**src/design/ctt_pkg.sv**
```systemverilog
// Shared types, codes and field layouts of the channel translation table.
`default_nettype none

package ctt_pkg;

   // Request and response field widths at the ports
   localparam int COMMAND_W  = 2;
   localparam int CHANNEL_W  = 32;
   localparam int HANDLE_W   = 16;
   localparam int STATUS_W   = 2;
   localparam int REQ_DATA_W = 56;
   localparam int RSP_DATA_W = 56;

   // Configuration port
   localparam int CSR_ADDR_W  = 3;
   localparam int CSR_DATA_W  = 32;
   localparam int REG_INDEX_W = CSR_ADDR_W - 2;
   localparam logic [REG_INDEX_W-1:0] REG_RANDOM_SEED = 1'd0;

   // Random id generator
   localparam int LFSR_W = 32;
   localparam logic [LFSR_W-1:0] LFSR_TAPS = 32'h8020_0003;

   // Command codes
   localparam logic [COMMAND_W-1:0] CMD_ADD    = 2'd0;
   localparam logic [COMMAND_W-1:0] CMD_LOOKUP = 2'd1;
   localparam logic [COMMAND_W-1:0] CMD_REMOVE = 2'd2;

   // Status codes
   localparam logic [STATUS_W-1:0] STATUS_OK      = 2'd0;
   localparam logic [STATUS_W-1:0] STATUS_UNKNOWN = 2'd1;
   localparam logic [STATUS_W-1:0] STATUS_FULL    = 2'd2;

   typedef struct packed {
      logic [REQ_DATA_W-COMMAND_W-CHANNEL_W-HANDLE_W-1:0] pad;
      logic [HANDLE_W-1:0]                                cipher_handle;
      logic [CHANNEL_W-1:0]                               channel_in;
      logic [COMMAND_W-1:0]                               command;
   } req_data_type;

   typedef struct packed {
      logic [RSP_DATA_W-STATUS_W-CHANNEL_W-HANDLE_W-1:0] pad;
      logic [HANDLE_W-1:0]                               found_cipher;
      logic [CHANNEL_W-1:0]                              out_channel;
      logic [STATUS_W-1:0]                               status;
   } rsp_data_type;

   // Kinds of sweep over the table
   typedef enum logic [2:0] {
      PASS_CLEAR,
      PASS_CHECK,
      PASS_FIND,
      PASS_INC,
      PASS_DEC
   } pass_mode_type;

   // Kinds of response
   typedef enum logic [2:0] {
      RSP_ADDED,
      RSP_FOUND,
      RSP_REMOVED,
      RSP_UNKNOWN,
      RSP_FULL
   } rsp_kind_type;

   typedef struct packed {
      logic          load_req;
      logic          scan_start;
      pass_mode_type scan_mode;
      logic          lfsr_step;
      logic          write_entry;
      logic          clear_valid;
      logic          load_rsp;
      rsp_kind_type  rsp_kind;
   } ctt_cmd_type;

   typedef struct packed {
      logic                 pass_done;
      logic [COMMAND_W-1:0] command;
      logic                 free_found;
      logic                 collide;
      logic                 last_draw;
      logic                 match_found;
      logic                 out_free;
   } ctt_stat_type;

endpackage

`default_nettype wire

```
**src/design/ctt_ctrl.sv**
```systemverilog
// Sequencing state machine of the channel translation table.
`default_nettype none

module ctt_ctrl (
   input  wire logic                  clock,
   input  wire logic                  reset,
   input  wire logic                  req_tvalid,
   output logic                       req_tready,
   input  wire ctt_pkg::ctt_stat_type stat,
   output ctt_pkg::ctt_cmd_type       cmd
);

   import ctt_pkg::*;

   localparam logic [3:0] S_INIT     = 4'd0;
   localparam logic [3:0] S_CLEAR    = 4'd1;
   localparam logic [3:0] S_IDLE     = 4'd2;
   localparam logic [3:0] S_DISPATCH = 4'd3;
   localparam logic [3:0] S_CHECK    = 4'd4;
   localparam logic [3:0] S_INC      = 4'd5;
   localparam logic [3:0] S_WRITE    = 4'd6;
   localparam logic [3:0] S_FIND     = 4'd7;
   localparam logic [3:0] S_DEC      = 4'd8;
   localparam logic [3:0] S_REPLY    = 4'd9;

   logic [3:0]   state_ff;
   logic [3:0]   state_in;
   rsp_kind_type kind_ff;
   rsp_kind_type kind_in;

   always_comb begin
      state_in        = state_ff;
      kind_in         = kind_ff;
      req_tready      = 1'b0;
      cmd             = '0;
      cmd.scan_mode   = PASS_CLEAR;
      cmd.rsp_kind    = kind_ff;
      unique case (state_ff)
         S_INIT: begin
            cmd.scan_start = 1'b1;
            cmd.scan_mode  = PASS_CLEAR;
            state_in       = S_CLEAR;
         end
         S_CLEAR: begin
            if (stat.pass_done) begin
               state_in = S_IDLE;
            end
         end
         S_IDLE: begin
            req_tready = 1'b1;
            if (req_tvalid) begin
               cmd.load_req = 1'b1;
               state_in     = S_DISPATCH;
            end
         end
         S_DISPATCH: begin
            priority if (stat.command == CMD_ADD) begin
               cmd.scan_start = 1'b1;
               cmd.scan_mode  = PASS_CHECK;
               state_in       = S_CHECK;
            end else if (stat.command == CMD_LOOKUP || stat.command == CMD_REMOVE) begin
               cmd.scan_start = 1'b1;
               cmd.scan_mode  = PASS_FIND;
               state_in       = S_FIND;
            end else begin
               kind_in  = RSP_UNKNOWN;
               state_in = S_REPLY;
            end
         end
         S_CHECK: begin
            if (stat.pass_done) begin
               priority if (!stat.free_found) begin
                  kind_in  = RSP_FULL;
                  state_in = S_REPLY;
               end else if (stat.collide) begin
                  // consume the draw; retry unless the draw budget is spent
                  cmd.lfsr_step = 1'b1;
                  if (stat.last_draw) begin
                     kind_in  = RSP_FULL;
                     state_in = S_REPLY;
                  end else begin
                     cmd.scan_start = 1'b1;
                     cmd.scan_mode  = PASS_CHECK;
                  end
               end else begin
                  cmd.lfsr_step  = 1'b1;
                  cmd.scan_start = 1'b1;
                  cmd.scan_mode  = PASS_INC;
                  state_in       = S_INC;
               end
            end
         end
         S_INC: begin
            if (stat.pass_done) begin
               state_in = S_WRITE;
            end
         end
         S_WRITE: begin
            cmd.write_entry = 1'b1;
            kind_in         = RSP_ADDED;
            state_in        = S_REPLY;
         end
         S_FIND: begin
            if (stat.pass_done) begin
               priority if (!stat.match_found) begin
                  kind_in  = RSP_UNKNOWN;
                  state_in = S_REPLY;
               end else if (stat.command == CMD_LOOKUP) begin
                  kind_in  = RSP_FOUND;
                  state_in = S_REPLY;
               end else begin
                  cmd.clear_valid = 1'b1;
                  cmd.scan_start  = 1'b1;
                  cmd.scan_mode   = PASS_DEC;
                  state_in        = S_DEC;
               end
            end
         end
         S_DEC: begin
            if (stat.pass_done) begin
               kind_in  = RSP_REMOVED;
               state_in = S_REPLY;
            end
         end
         S_REPLY: begin
            if (stat.out_free) begin
               cmd.load_rsp = 1'b1;
               state_in     = S_IDLE;
            end
         end
         default: begin
            state_in = S_IDLE;
         end
      endcase
   end

   always_ff @(posedge clock) begin
      if (reset) begin
         state_ff <= S_INIT;
         kind_ff  <= RSP_UNKNOWN;
      end else begin
         state_ff <= state_in;
         kind_ff  <= kind_in;
      end
   end

endmodule

`default_nettype wire

```
**config.mk**
```make
export PLATFORM = sky130hd
export DESIGN_NAME = ctt_ctrl
export DESIGN_NICKNAME = d
export VERILOG_FILES = /design/src/design/ctt_pkg.sv /design/src/design/ctt_ctrl.sv
export SDC_FILE = /design/constraint.sdc
export NUM_CORES = 1
export LEC_CHECK = 0
export BUFFER_PORTS_ARGS = -buffer_cell sky130_fd_sc_hd__buf_2
export CAP_MARGIN = 10
export CORE_MARGIN = 4
export CORE_UTILIZATION = 45
export CTS_BUF_LIST = sky130_fd_sc_hd__clkbuf_8
export DETAILED_ROUTE_END_ITERATION = 10
export PLACE_DENSITY = 0.72
export SYNTH_ARGS = -nofsm -noshare
export SYNTH_HDL_FRONTEND = slang
export SYNTH_SLANG_ARGS = --single-unit
```
**constraint.sdc**
```tcl
create_clock -name clock -period 2.6 [get_ports clock]
set_input_delay 0.26 -clock clock [delete_from_list [all_inputs] [get_ports clock]]
set_output_delay 0.26 -clock clock [all_outputs]
set_load 0.005 [all_outputs]
```
==> impl_metrics.env, run 1 <==
export IMPL_min_period_ps=2220
export IMPL_num_vias=832
export IMPL_num_io_pins=24
export IMPL_grt_first_pass_wirelength_mm=3.45
export IMPL_fin_cells=142
export IMPL_cts_resized=0
export IMPL_crit_arrival_ps=1960
export IMPL_hp_class="in2reg"
export IMPL_rows=14
export IMPL_vdd_ir_drop_worst_uv=695
export IMPL_grt_ovfl_total=0
export IMPL_hp_start="reset"
export IMPL_synth_top_area_share_pct=18.6
export IMPL_wl_per_cell_um=14.0
export IMPL_coreArea_um2=1540
export IMPL_dr_first_iter_drc_count=19
export IMPL_postSynthAreaPerCell_um2=7.32
export IMPL_synth_top_cell_by_area="dfxtp_1"
export IMPL_post_cts_setup_buffer_count=0
export IMPL_power_leakage_uw=0.000431
export IMPL_synth_area_top_cells="dfxtp_1, ha_1, nand2_1, o21ai_0, nor2_1"
export IMPL_grt_max_degree=18
export IMPL_hpwlAfterDp_mm=1.55
export IMPL_worstMarginPinSlew_ps=564
export IMPL_fmax_mhz=450
export IMPL_ys_seq_area_share_pct=18.6
export IMPL_synth_seq_cells=7
export IMPL_reg2reg_to="state_ff[0]"
export IMPL_clk_pin_slew_ps=40
export IMPL_cts_hold_repair_buffers=0
export IMPL_cts_made_buffers=3
export IMPL_netlist_area_um2=754
export IMPL_die_width_um=48.9
export IMPL_hold_violations=0
export IMPL_area_growth_pct=21.6
export IMPL_max_cap_violations=0
export IMPL_max_slew_margin_pct=62.3
export IMPL_insertion_delay_ps=220
export IMPL_cts_max_path_buffers=2
export IMPL_rsz0062_at_grt="false"
export IMPL_synth_net_count=118
export IMPL_rr_startpoint="state_ff[1]"
export IMPL_finalMaxSlewViolations=0
export IMPL_nets=142
export IMPL_ant_nets=0
export IMPL_cts_num_sinks=7
export IMPL_path_class="reg2out"
export IMPL_critical_path_required_ps=2340
export IMPL_setup_violations=0
export IMPL_cts_tree="built"
export IMPL_viasPerCell=5.86
export IMPL_start_util_pct=48.9
export IMPL_p_per_area_nw_per_um2=929
export IMPL_yosysWarnings=0
export IMPL_status="complete, no violations"
export IMPL_reg2reg_slack_ps=680
export IMPL_critPathCaptureType="output port"
export IMPL_skew_ps=1.09
export IMPL_syn_inst=103
export IMPL_gp_congestion=0.855
export IMPL_grt_pass1_vias=742
export IMPL_dieArea_um2=2400
export IMPL_path_max_fanout=17
export IMPL_r2r_cells=5
export IMPL_setup_tns_final_ps=0
export IMPL_ys_types=38
export IMPL_hold_path_endpoint="state_ff[3]"
export IMPL_nFillCells=151
export IMPL_holdPathStages=2
export IMPL_root_buffer="clkbuf_8"
export IMPL_dp_cells=138
export IMPL_wl_mm=1.98
export IMPL_io_buffers=23
export IMPL_grt_usage_pct=17.4
export IMPL_first_pass_iters=4
export IMPL_cp_start_kind="flop"
export IMPL_h_tree_depth=1
export IMPL_diodes=0
export IMPL_drcViolationCount=0
export IMPL_layout_drive_gt1_share_pct=23.8
export IMPL_period_share_pct=85.5
export IMPL_die_y_um=48.9
export IMPL_antenna_found_initial=0
## cells in the final DEF (no fill, tap or decap), types with 2 or more instances in the layout
| cell | synthesis | routed |
|---|---|---|
| buf_2 | 2 | 23 |
| dfxtp_1 | 7 | 7 |
| or4b_1 | 2 | 2 |
| nor3_1 | 3 | 3 |
| and3_1 | 3 | 3 |
| a21oi_1 | 6 | 6 |
| nand2b_1 | 5 | 5 |
| a31oi_1 | 2 | 2 |
| nand2_1 | 11 | 11 |
| nor2_1 | 9 | 9 |
| inv_1 | 5 | 6 |
| mux2i_1 | 2 | 2 |
| o21bai_1 | 2 | 2 |
| ha_1 | 4 | 4 |
| a211oi_1 | 4 | 4 |
| clkbuf_8 | 0 | 3 |
| nor2b_1 | 4 | 4 |
| o21ai_0 | 7 | 7 |
| nand3b_1 | 2 | 2 |
| nor4_1 | 3 | 3 |
## logic make-up after synthesis
family / share of synthesized area (%)
flip-flops: 18.6
adder cells (fa/ha/maj): 6.63
buffers and inverters: 4.81
multiplexers: 2.65
AND/OR/NAND/NOR: 38.6
AO/OA/AOI/OAI: 28.7
## synth_stat cells, drive strengths merged
library cell and count:
nor3b 1, a22oi 1, inv 5, nand2 11
nand3 1, o21a 1, nor2b 4, a21boi 1
o311a 1, mux2i 2, o31a 1, nor2 9
o41ai 1, and2 1, nor4b 1, nand4b 1
or3 1, or2 1, nor4bb 1, a21o 1
ha 4, a31oi 2, a211oi 4, or2b 1
o21ai 7, dfxtp 7, nor3 3, o221ai 1
or4b 2, o32ai 1, a21oi 6, nor4 3
nand2b 5, and3 3, nand3b 2, clkbuf 2
buf 2, o21bai 2
## power breakdown
| part | total, uW | internal (uW) | switching, uW |
|---|---|---|---|
| combinational | 442 | 214 | 228 |
| clock | 148 | 102 | 45.9 |
| sequential | 262 | 150 | 113 |
## how the worst max path moves through the flow
stage	start	slack (ps)	cells after the start	end
2_1_floorplan	state_ff[2]	970	6	cmd[10]
3_3_place_gp	state_ff[1]	680	6	cmd[10]
3_5_place_dp	state_ff[1]	660	6	cmd[10]
4_1_cts	state_ff[1]	410	6	cmd[10]
5_1_grt	state_ff[0]	210	6	cmd[10]
6_report	state_ff[1]	380	6	cmd[10]
## per-stage QoR
| step | setup WS (ps) | hold WS, ps | cell area [um2] | util (%) | total power (uW) |
|---|---|---|---|---|---|
| finish | 378 | 298 | 917 | 59.5 | 852 |
| global route | 207 | 309 | 917 | 59.5 | 934 |
| CTS | 410 | 288 | 917 | 59.5 | 852 |
| detailed placement | 660 | 500 | 872 | 56.6 | 700 |
| global placement | 684 | 495 | 872 | 56.6 | 689 |
| floorplan | 971 | 329 | 754 | - | 574 |
## registers in the layout, summed over array words and instances, names as in the netlist
signal,flops
state_ff,4
kind_ff,3
## metal layers
metal / vias up / GRT usage (%) / wire [um]
met3: 0 / 4.89 / 176
met2: 41 / 26.5 / 880
met5: - / 0 / 0
li1: 426 / - / -
met4: 0 / 2.69 / 0
met1: 365 / 24.6 / 925
## worst max-delay path, stage by stage (launching register included)
cell and delay, ps:
dfxtp_1 650, or2b_1 340, nor3_1 290, and3_1 240, a21oi_1 50, nand2_1 70, buf_2 100
## cell type report
class / count / area (um2) / area share [%]
Sequential cell: 7 / 140 / 15.3
Inverter: 5 / 18.8 / 2.05
Multi-Input combinational cell: 87 / 578 / 63.0
Clock buffer: 3 / 41.3 / 4.50
Clock inverter: 1 / 3.75 / 0.409
Tap cell: 16 / 20.0 / 2.18
Timing Repair Buffer: 23 / 115 / 12.6
Power figures use the tool's default switching activity.
==> inputs of run 2 (changes only) <==
--- a/config.mk
+++ b/config.mk
@@ -5,6 +5,7 @@
 export SDC_FILE = /design/constraint.sdc
 export NUM_CORES = 1
 export LEC_CHECK = 0
+export ABC_AREA = 1
 export BUFFER_PORTS_ARGS = -buffer_cell sky130_fd_sc_hd__buf_2
 export CAP_MARGIN = 10
 export CORE_MARGIN = 4
==> impl_metrics.env, run 2 <==
export IMPL_p_per_area_nw_per_um2=723
export IMPL_synth_common_cells="nand2_1, nand3_1, nor2_1"
export IMPL_async_flop_share_pct=0
export IMPL_postSynthAreaPerCell_um2=5.65
export IMPL_max_cap_violations=0
export IMPL_cts_tree="built"
export IMPL_grt_first_pass_wirelength_mm=3.46
export IMPL_start_util_pct=48.4
export IMPL_final_common_cell="nand2_1"
export IMPL_cp_common_cell="nand2_1"
export IMPL_layout_common_cells="nand2_1, buf_2, nand3_1"
export IMPL_coreArea_um2=1540
export IMPL_critPathMaxStageDelay_ps=340
export IMPL_die_width_um=48.7
export IMPL_reg2reg_slack_ps=1140
export IMPL_period_share_pct=73.5
export IMPL_r2r_cells=9
export IMPL_grt_max_degree=8
export IMPL_rsz0062_at_grt="false"
export IMPL_nFillCells=170
export IMPL_min_period_ps=1910
export IMPL_dieArea_um2=2370
export IMPL_fmax_mhz=523
export IMPL_grt_pass1_vias=827
export IMPL_fin_ws_ps=689
export IMPL_cts_hold_repair_buffers=0
export IMPL_path_class="reg2out"
export IMPL_insertion_delay_ps=230
export IMPL_worstPathCellList="inv_1 -> nand2_1 -> nor2_1 -> nand3_1 -> inv_1 -> nand2_1 -> nand2_1 -> nor2_1 -> o21ai_0 -> buf_2"
export IMPL_synth_edf_count=0
export IMPL_synth_most_common_cell="nand2_1"
export IMPL_ys_seq_area_share_pct=18.8
export IMPL_cts_max_path_buffers=2
export IMPL_syn_inst=132
export IMPL_finalMaxSlewViolations=0
export IMPL_cp_start_kind="flop"
export IMPL_cts_resized=0
export IMPL_yosysWarnings=0
export IMPL_ant_nets=0
export IMPL_die_y_um=48.7
export IMPL_first_pass_iters=4
export IMPL_synth_seq_cells=7
export IMPL_nets=175
export IMPL_placedInstanceArea_um2=881
export IMPL_max_slew_margin_pct=79.5
export IMPL_multi_input_area_um2=534
export IMPL_io_buffers=23
export IMPL_top_register="state_ff"
export IMPL_dr_first_iter_drc_count=33
export IMPL_wl_mm=1.98
export IMPL_power_leakage_uw=0.000544
export IMPL_critPathTopFamily="simple AND/OR/NAND/NOR gates"
export IMPL_hp_class="in2reg"
export IMPL_seq_area_um2=140
export IMPL_hp_start="reset"
export IMPL_netlist_area_um2=746
export IMPL_synth_area_top_cells="dfxtp_1, nand2_1, nand3_1, nor2_1, inv_1"
export IMPL_hold_violations=0
export IMPL_num_vias=928
export IMPL_rows=14
export IMPL_viasPerCell=5.30
export IMPL_rr_startpoint="state_ff[0]"
export IMPL_reg2reg_to="state_ff[1]"
export IMPL_fin_area_um2=926
export IMPL_clk_pin_slew_ps=40
export IMPL_drcViolationCount=0
export IMPL_diodes=0
export IMPL_hold_path_endpoint="kind_ff[2]"
export IMPL_antenna_found_initial=0
export IMPL_post_cts_setup_buffer_count=0
export IMPL_synth_net_count=147
export IMPL_path_max_fanout=5
export IMPL_hpwlAfterDp_mm=1.71
export IMPL_synth_top_cell_by_area="dfxtp_1"
export IMPL_ys_types=17
export IMPL_layout_drive_gt1_share_pct=25.8
export IMPL_wl_per_cell_um=11.3
export IMPL_grt_ovfl_total=0
export IMPL_setup_violations=0
export IMPL_root_buffer="clkbuf_8"
export IMPL_largest_registers="state_ff (4), kind_ff (3)"
export IMPL_cp_slowest_cell="dfxtp_1"
export IMPL_cts_num_sinks=7
export IMPL_post_place_ws_ps=961
export IMPL_vdd_ir_drop_worst_uv=655
export IMPL_worstMarginPinSlew_ps=307
export IMPL_cts_made_buffers=3
export IMPL_largest_reg_flops=4
export IMPL_gp_congestion=0.969
export IMPL_area_growth_pct=24.2
export IMPL_num_io_pins=24
export IMPL_critPathCaptureType="output port"
export IMPL_holdPathStages=2
export IMPL_skew_ps=0.860
export IMPL_setup_tns_final_ps=0
export IMPL_grt_usage_pct=17.8
export IMPL_critical_path_required_ps=2340
export IMPL_h_tree_depth=1
export IMPL_cp_num_buf_inv=3
export IMPL_status="complete, no violations"
export IMPL_ys_flop_type="dfxtp_1"
export IMPL_crit_arrival_ps=1650
export IMPL_synth_top_area_share_pct=18.8
-- run 2: cell families (layout without fill, tap and decap cells) --
group | after synthesis | count (layout) | synth area share, %
flops | 7 | 7 | 18.8
buf+inv | 19 | 46 | 9.56
fa+ha+maj | 4 | 4 | 6.71
simple gates | 88 | 88 | 54.9
compound gates | 14 | 14 | 10.1
-- run 2: metrics by stage --
stage | total power (uW) | hold WS, ps | utilization [%] | std cells
2_1_floorplan | 415 | 329 | - | 132
5_1_grt | 745 | 258 | 60.1 | 175
3_3_place_gp | 517 | 448 | 57.1 | 171
3_5_place_dp | 519 | 455 | 57.1 | 171
6_report | 669 | 250 | 60.1 | 175
4_1_cts | 674 | 248 | 60.1 | 175
-- run 2: how the worst max path moves through the flow --
stage                   end        start  cells past startpoint
finish              cmd[10]  state_ff[0]                     10
global route        cmd[10]  state_ff[0]                     10
CTS                 cmd[10]  state_ff[2]                      9
detailed placement  cmd[10]  state_ff[0]                     10
global placement    cmd[10]  state_ff[0]                     10
floorplan           cmd[10]  state_ff[2]                      8
-- run 2: cell type report --
class,count,share of cell area [%]
Sequential cell,7,15.1
Tap cell,16,2.16
Clock buffer,3,4.46
Multi-Input combinational cell,106,57.7
Clock inverter,1,0.405
Timing Repair Buffer,23,12.4
Inverter,19,7.70
-- run 2: where the power goes --
part	leakage [uW]	total (uW)	switching [uW]	internal, uW
clock	0.0000269	150	47.6	102
sequential	0.0000572	167	30.7	137
combinational	0.000460	352	222	131
-- run 2: per-layer routing --
metal / up-vias / part of all wire [%] / GRT usage (%)
met2: 43 / 48 / 29.6
met1: 406 / 43 / 23.1
li1: 477 / - / -
met4: 0 / 0.81 / 2.69
met3: 2 / 8.5 / 4.91
met5: - / 0 / 0
==> inputs of run 3 (changes only) <==
--- a/config.mk
+++ b/config.mk
@@ -12,7 +12,7 @@
 export CORE_UTILIZATION = 45
 export CTS_BUF_LIST = sky130_fd_sc_hd__clkbuf_8
 export DETAILED_ROUTE_END_ITERATION = 10
-export PLACE_DENSITY = 0.72
+export PLACE_DENSITY = 0.75
 export SYNTH_ARGS = -nofsm -noshare
 export SYNTH_HDL_FRONTEND = slang
 export SYNTH_SLANG_ARGS = --single-unit
==> constraint.sdc (replaced) <==
create_clock -name clock -period 1.7 [get_ports clock]
set_input_delay 0.17 -clock clock [delete_from_list [all_inputs] [get_ports clock]]
set_output_delay 0.17 -clock clock [all_outputs]
set_load 0.005 [all_outputs]
==> impl_metrics.env, run 3 (synthesis gave the netlist of run 2 again) <==
export IMPL_cp_common_cell="nand2_1"
export IMPL_grt_usage_pct=17.2
export IMPL_largest_reg_flops=4
export IMPL_hp_class="in2reg"
export IMPL_fin_area_um2=996
export IMPL_skew_ps=0.760
export IMPL_p_per_area_nw_per_um2=1110
export IMPL_status="complete, no violations"
export IMPL_dp_cells=171
export IMPL_finalMaxSlewViolations=0
export IMPL_path_max_fanout=5
export IMPL_cts_hold_repair_buffers=0
export IMPL_die_width_um=48.7
export IMPL_rows=14
export IMPL_fin_ws_ps=103
export IMPL_antenna_found_initial=0
export IMPL_viasPerCell=5.22
export IMPL_coreArea_um2=1540
export IMPL_fin_cells=178
export IMPL_placedInstanceArea_um2=881
export IMPL_period_share_pct=94.0
export IMPL_num_vias=930
export IMPL_min_period_ps=1600
export IMPL_largest_registers="state_ff (4), kind_ff (3)"
export IMPL_final_common_cell="nand2_1"
export IMPL_wl_per_cell_um=11.3
export IMPL_io_buffers=23
export IMPL_setup_violations=0
export IMPL_vdd_ir_drop_worst_uv=1050
export IMPL_cts_num_sinks=7
export IMPL_root_buffer="clkbuf_8"
export IMPL_insertion_delay_ps=220
export IMPL_cp_num_buf_inv=2
export IMPL_drcViolationCount=0
export IMPL_area_growth_pct=33.6
export IMPL_crit_arrival_ps=1430
export IMPL_hpwlAfterDp_mm=1.64
export IMPL_grt_max_degree=8
export IMPL_die_y_um=48.7
export IMPL_worstPathCellList="nand2_4 -> nor2_4 -> nand3_1 -> inv_1 -> nand2_1 -> nand2_1 -> nor2_1 -> o21ai_1 -> buf_2"
export IMPL_dr_first_iter_drc_count=32
export IMPL_wl_mm=2.02
export IMPL_clk_pin_slew_ps=40
export IMPL_cts_max_path_buffers=2
export IMPL_first_pass_iters=4
export IMPL_critPathCaptureType="output port"
export IMPL_cts_made_buffers=3
export IMPL_layout_common_cells="nand2_1, buf_2, nand3_1"
export IMPL_diodes=0
export IMPL_cp_start_kind="flop"
export IMPL_fmax_mhz=626
export IMPL_path_class="reg2out"
export IMPL_nets=178
export IMPL_cts_tree="built"
export IMPL_critPathMaxStageDelay_ps=420
export IMPL_num_io_pins=24
export IMPL_grt_first_pass_wirelength_mm=3.37
export IMPL_critical_path_required_ps=1530
export IMPL_top_register="state_ff"
export IMPL_power_leakage_uw=0.000566
export IMPL_hold_violations=0
export IMPL_ant_nets=0
export IMPL_cp_slowest_cell="dfxtp_2"
export IMPL_grt_pass1_vias=789
export IMPL_layout_drive_gt1_share_pct=33.3
export IMPL_post_place_ws_ps=136
export IMPL_h_tree_depth=1
export IMPL_start_util_pct=48.4
export IMPL_dieArea_um2=2370
export IMPL_grt_ovfl_total=0
export IMPL_worstMarginPinSlew_ps=308
export IMPL_gp_congestion=0.974
export IMPL_max_slew_margin_pct=79.4
export IMPL_finish_utilization_pct=64.6
export IMPL_critPathTopFamily="simple AND/OR/NAND/NOR gates"
export IMPL_max_cap_violations=0
-- run 3: changes by cell type in the layout (fill, tap and decap cells not counted), moves of 2 or more --
cell / change
dfxtp_1: -4
buf_4: +3
dfxtp_4: +3
inv_1: -3
nor2_4: +3
inv_2: +2
nand2_1: -2
nand2_4: +2
nor2_2: -2
-- run 3: final timing paths --
kind | start | end | slack [ps] | depth (start not counted)
max | state_ff[2] | cmd[10] | 100 | 9
min | reset | state_ff[0] | 150 | 2
max reg2reg | state_ff[0] | state_ff[1] | 220 | 11
min reg2reg | kind_ff[2] | kind_ff[2] | 450 | 2
-- run 3: stage by stage --
stage,hold WS [ps],TNS (ps),power (uW)
CTS,163,0,1030
detailed placement,399,0,789
global placement,394,0,789
finish,155,0,1100
floorplan,239,0,634
global route,152,-17.9,1220
-- run 3: metal layers --
layer  wire length (um)  GRT usage (%)  part of all wire, %  vias up
met2                976           26.3                   48       41
met5                  0              0                    0        -
met3                149           5.52                  7.4        4
met4                 30           4.93                  1.5        0
li1                   -              -                    -      480
met1                857           23.0                   43      405
-- run 3: area by class of cell --
type / instances / area [um2]
clock buffer: 3 / 41.3
clock inverter: 1 / 3.75
fill: 145 / 546
inverter: 19 / 73.8
multi-input combinational: 106 / 567
sequential: 7 / 153
tap: 16 / 20.0
timing repair buffer: 26 / 138
-- run 3: what timing repair did --
action,4_1_cts,5_1_grt
pin swaps,0,1
hold endpoints to repair,0,0
endpoints found under the setup margin,1,1
gates resized for setup,4,16
buffers inserted,0,3
-- run 3: where the power goes --
part	total (uW)	leakage (uW)	switching [uW]	internal [uW]
registers	280	0.0000597	58.4	222
clock network	220	0.0000269	64.3	155
logic	601	0.000480	370	232
total	1100	0.000566	492	609
